## src/rtl/core/msev_ram.sv

```systemverilog
// Generic simple dual-port RAM with one write port and a registered read port.
`default_nettype none
module msev_ram #(
  parameter int WIDTH = 16,
  parameter int DEPTH = 16
) (
  input  wire logic                     clk,
  input  wire logic                     we,
  input  wire logic [$clog2(DEPTH)-1:0] waddr,
  input  wire logic [WIDTH-1:0]         wdata,
  input  wire logic [$clog2(DEPTH)-1:0] raddr,
  output logic      [WIDTH-1:0]         rdata
);
  logic [WIDTH-1:0] mem [DEPTH];

  always_ff @(posedge clk) begin
    if (we) begin
      mem[waddr] <= wdata;
    end
    rdata <= mem[raddr];
  end
endmodule
`default_nettype wire

```

## config.mk

```make
export PLATFORM = sky130hd
export DESIGN_NAME = msev_ram
export DESIGN_NICKNAME = d
export VERILOG_FILES = /design/src/rtl/core/msev_ram.sv
export SDC_FILE = /design/constraint.sdc
export NUM_CORES = 1
export LEC_CHECK = 0
export ABC_AREA = 1
export CAP_MARGIN = 15
export CORE_MARGIN = 1
export CORE_UTILIZATION = 57
export DETAILED_ROUTE_END_ITERATION = 10
export DONT_BUFFER_PORTS = 1
export PLACE_DENSITY = 0.73
export SLEW_MARGIN = 20
export SYNTH_ARGS = -nofsm -noshare
export SYNTH_HDL_FRONTEND = slang
export SYNTH_SLANG_ARGS = --single-unit
```

## constraint.sdc

```tcl
create_clock -name clk -period 1.7 [get_ports clk]
set_clock_uncertainty 0.1 [all_clocks]
set_input_delay 0.255 -clock clk [delete_from_list [all_inputs] [get_ports clk]]
set_output_delay 0.255 -clock clk [all_outputs]
set_load 0.03 [all_outputs]
```

Word level (Yosys, flattened, before mapping)
Memory sizes are Yosys's and may differ from the RTL's. A register that Yosys moved wholly into a read port is not among the register bits. Cells that the tools add are included.

Bits in registers: 0. RAM bits: 256. Input bits: 26. Output and inout port bits: 16. Logic and storage cells: 3. Memories kept: 1.

Mux-type cells: 2.

Memories: mem (words 16, bits a word 16, rd ports 1, clocked after memory_dff 1, write ports 1, RTL line 14) `logic [WIDTH-1:0] mem [DEPTH];`.

Operators with widths (number): $mux 1 (2).

Longest topological paths before layout
Word-level depth: 2. Depth in mapped cells: 9. Depth with buffers taken out: 7.

Least setup slack after synthesis
Ideal clock, no wire load.

Path kind: input to register. Start point: input waddr[2]. End point: memory mem[10][0] (enable). Library setup time: 0.388 ns. Data arrival time: 1.166 ns. Data required time: 1.212 ns. Path slack: 0.045 ns. Stages on the path: 2. Path buffers: 0. Path through: nand3b_1 -> nor2_1.

RTL lines: start: declaration (RTL line 9) `input wire logic [$clog2(DEPTH)-1:0] waddr,`; end: declaration (RTL line 14).

No word-level cell before the write port.

==> results_dict.tcl <==
set metrics [dict create \
    cts.sinks 272 \
    ys_async_sr_fraction_pct 0 \
    critPathMaxStageDelay_ps 1120 \
    synthFlopType "edfxtp_1" \
    first_pass_iters 5 \
    synth.area.top_cells "edfxtp_1 68%, nand2_1 11%, nand3_1 8.5%" \
    numCtsBuffers 28 \
    crit_start "raddr[0]" \
    crit_family "buffers and inverters" \
    relSlewSlack_pct 29.6 \
    path_common_cell "nand3_1" \
    required_ps 2030 \
    power.leakage_nw 5.53 \
    finalSetupViolCount 0 \
    synthToLayoutAreaGrowth_pct 15.0 \
    grt_use_met3_pct 4.23 \
    postSynthAreaPerCell_um2 10.6 \
    post_drt_wl_per_cell_um 19.5 \
    drv_slew 0 \
    dp_hpwl_mm 14.2 \
    hp-class "primary input to flip-flop" \
    critical_path_class "primary input to flip-flop" \
    layout-drive-gt1-share_pct 7.85 \
    reg2regPathDepth 7 \
    cts_resized 0 \
    crit_chain "dlygate4sd3_1 -> nand2_1 -> nand3_1 -> nand3_1 -> nand3_1 -> nand2_1" \
    gp_congestion 0.788 \
    ys_seq_area_share_pct 70.4 \
    tritoncts "yes" \
    post-route-drc-count 0 \
    die_w_um 143 \
    synthCells 1074 \
    grt-busiest-layer "met2" \
    syn_nets 1100 \
    synth_seq_cells 272 \
    netlist-cell-type-count 13 \
    clkLatencyLatePin_ps 540 \
    vias 7610 \
    multiInputGateArea_mm2 0.00236 \
    yosysMostFrequentCell "nand2_1" \
    crit_fanout 62 \
    regArea_mm2 0.00801 \
    hp-start "raddr[0]" \
    clk_pin_slew_ps 60 \
    n_fill_cell 1409 \
    fin_hold_ws_ps 7.85 \
    nNetsFinal 1138 \
    track_usage_pct 28.1 \
    grt_first_pass_wirelength_mm 41.9 \
    grt_max_degree 63 \
    grt_pass1_vias 7385 \
    status "finished, final reports clean" \
    critical_path_depth 6 \
    ios 42 \
    path_buf_inv 1 \
    drt_wl_total_mm 27.3 \
    grt-ovfl-total 0 \
    antenna_found_initial 1 \
    min_period_over_period_pct 94.0 \
    hold_depth 5 \
    worst_slew_pin_slew_ps 1050 \
    synth-edff-count 256 \
    root_buffer "clkbuf_16" \
    clockBufferDepth 3 \
    fp-row-count 51 \
    dieArea_mm2 0.0205 \
    syn-cell-area_mm2 0.0114 \
    htreeDepth 1 \
    yosysWarnings 0 \
    gr-usage-met1_pct 36.9 \
    hold_viol 0 \
    avgViaCountPerCell 5.43 \
    finalCriticalPeriod_ps 1600 \
    critical-path-slowest-cell "dlygate4sd3_1" \
    ir_worst_vdd_mv 0.695 \
    crit_arrival_ps 1920 \
    max_freq_mhz 626 \
    p_total_w 0.0143 \
    core_mm2 0.0195 \
    synth.top_cell.area_share_pct 67.5 \
    grtUsageMet2_pct 46.7 \
    start_util_pct 58.3 \
    ant_nets 0 \
    io_buffer_count 0 \
    die_y_um 143 \
    cp-end-kind "flip-flop" \
    power.density_mw_per_mm2 1090 \
    drt_iter0_drc 703 \
    synth_top_area_cell "edfxtp_1" \
    ys_top_cells_by_count "341 x nand2_1, 256 x edfxtp_1, 196 x inv_1" \
    r2r-start "mem[11][1]$_DFFE_PP_" \
    start_kind "primary input" \
    cap_violations 0 \
    setup_tns_ps 0 \
    rsz0062_at_grt "no" \
]
[cell type report]
cell class	count	area share, %
sequential	272	61.2
inverter	198	5.69
multi-input combinational	553	18.1
clock inverter	5	0.363
timing repair buffer	59	5.80
antenna	2	0.0383
tap	265	2.53
clock buffer	47	6.29
[layer usage]
layer | part of all wire, % | up-vias
met5 | 0 | -
met2 | 49 | 316
met1 | 40 | 3669
met4 | 3.8 | 0
li1 | - | 3551
met3 | 7.3 | 74
[placed cells by master, fill, tap and decap left out, types with 15 or more instances in the layout]
master / instances
nand2_1: 341
edfxtp_1: 256
inv_1: 196
nand3_1: 193
clkbuf_16: 29
dlygate4sd3_1: 23
buf_12: 19
nor2_2: 16
buf_4: 16
dfxtp_1: 16
clkbuf_1: 15
[logic make-up (layout without fill, tap and decap cells)]
family / Yosys count / count (layout) / synth area share [%]
simple gates: 553 / 553 / 20.4
flops: 272 / 272 / 70.4
buf+inv: 249 / 309 / 9.21
other cells: 0 / 2 / 0
[registers in the layout (all words and copies together) (netlist names)]
name	flops
mem	256
rdata	16
[final timing paths]
path / to / slack, ps
max: rdata[1]$_DFF_P_ / 100
min: rdata[4]$_DFF_P_ / 8
max reg2reg: rdata[1]$_DFF_P_ / 170
min reg2reg: rdata[12]$_DFF_P_ / 550
[worst reg2reg max path, cell delays in order (launching register included)]
cell and delay (ps):
edfxtp_1 360, nand2_1 70, nand2_1 50, nand2_1 60
dlygate4sd3_1 560, nand3_1 70, nand3_1 80, nand2_1 60
[through the flow]
stage / cells / worst slack (ps) / utilization (%) / cell area [um2]
finish: 1401 / 102 / 67.0 / 13100
floorplan: 1074 / 45.4 / - / 11400
detailed placement: 1321 / 248 / 61.0 / 11900
global placement: 1321 / 254 / 61.0 / 11900
global route: 1400 / 43.8 / 67.0 / 13100
CTS: 1399 / 149 / 67.0 / 13100
[repair_timing]
action,4_1_cts,5_1_grt
hold endpoints to repair,272,0
hold buffers,26,0
setup buffers,0,0
[report_power, final]
group	internal [W]	switching, W
clock network	0.00342	0.00240
logic	0.000275	0.000570
registers	0.00750	0.000149
total	0.0112	0.00312
(Power assumes the default switching activity.)
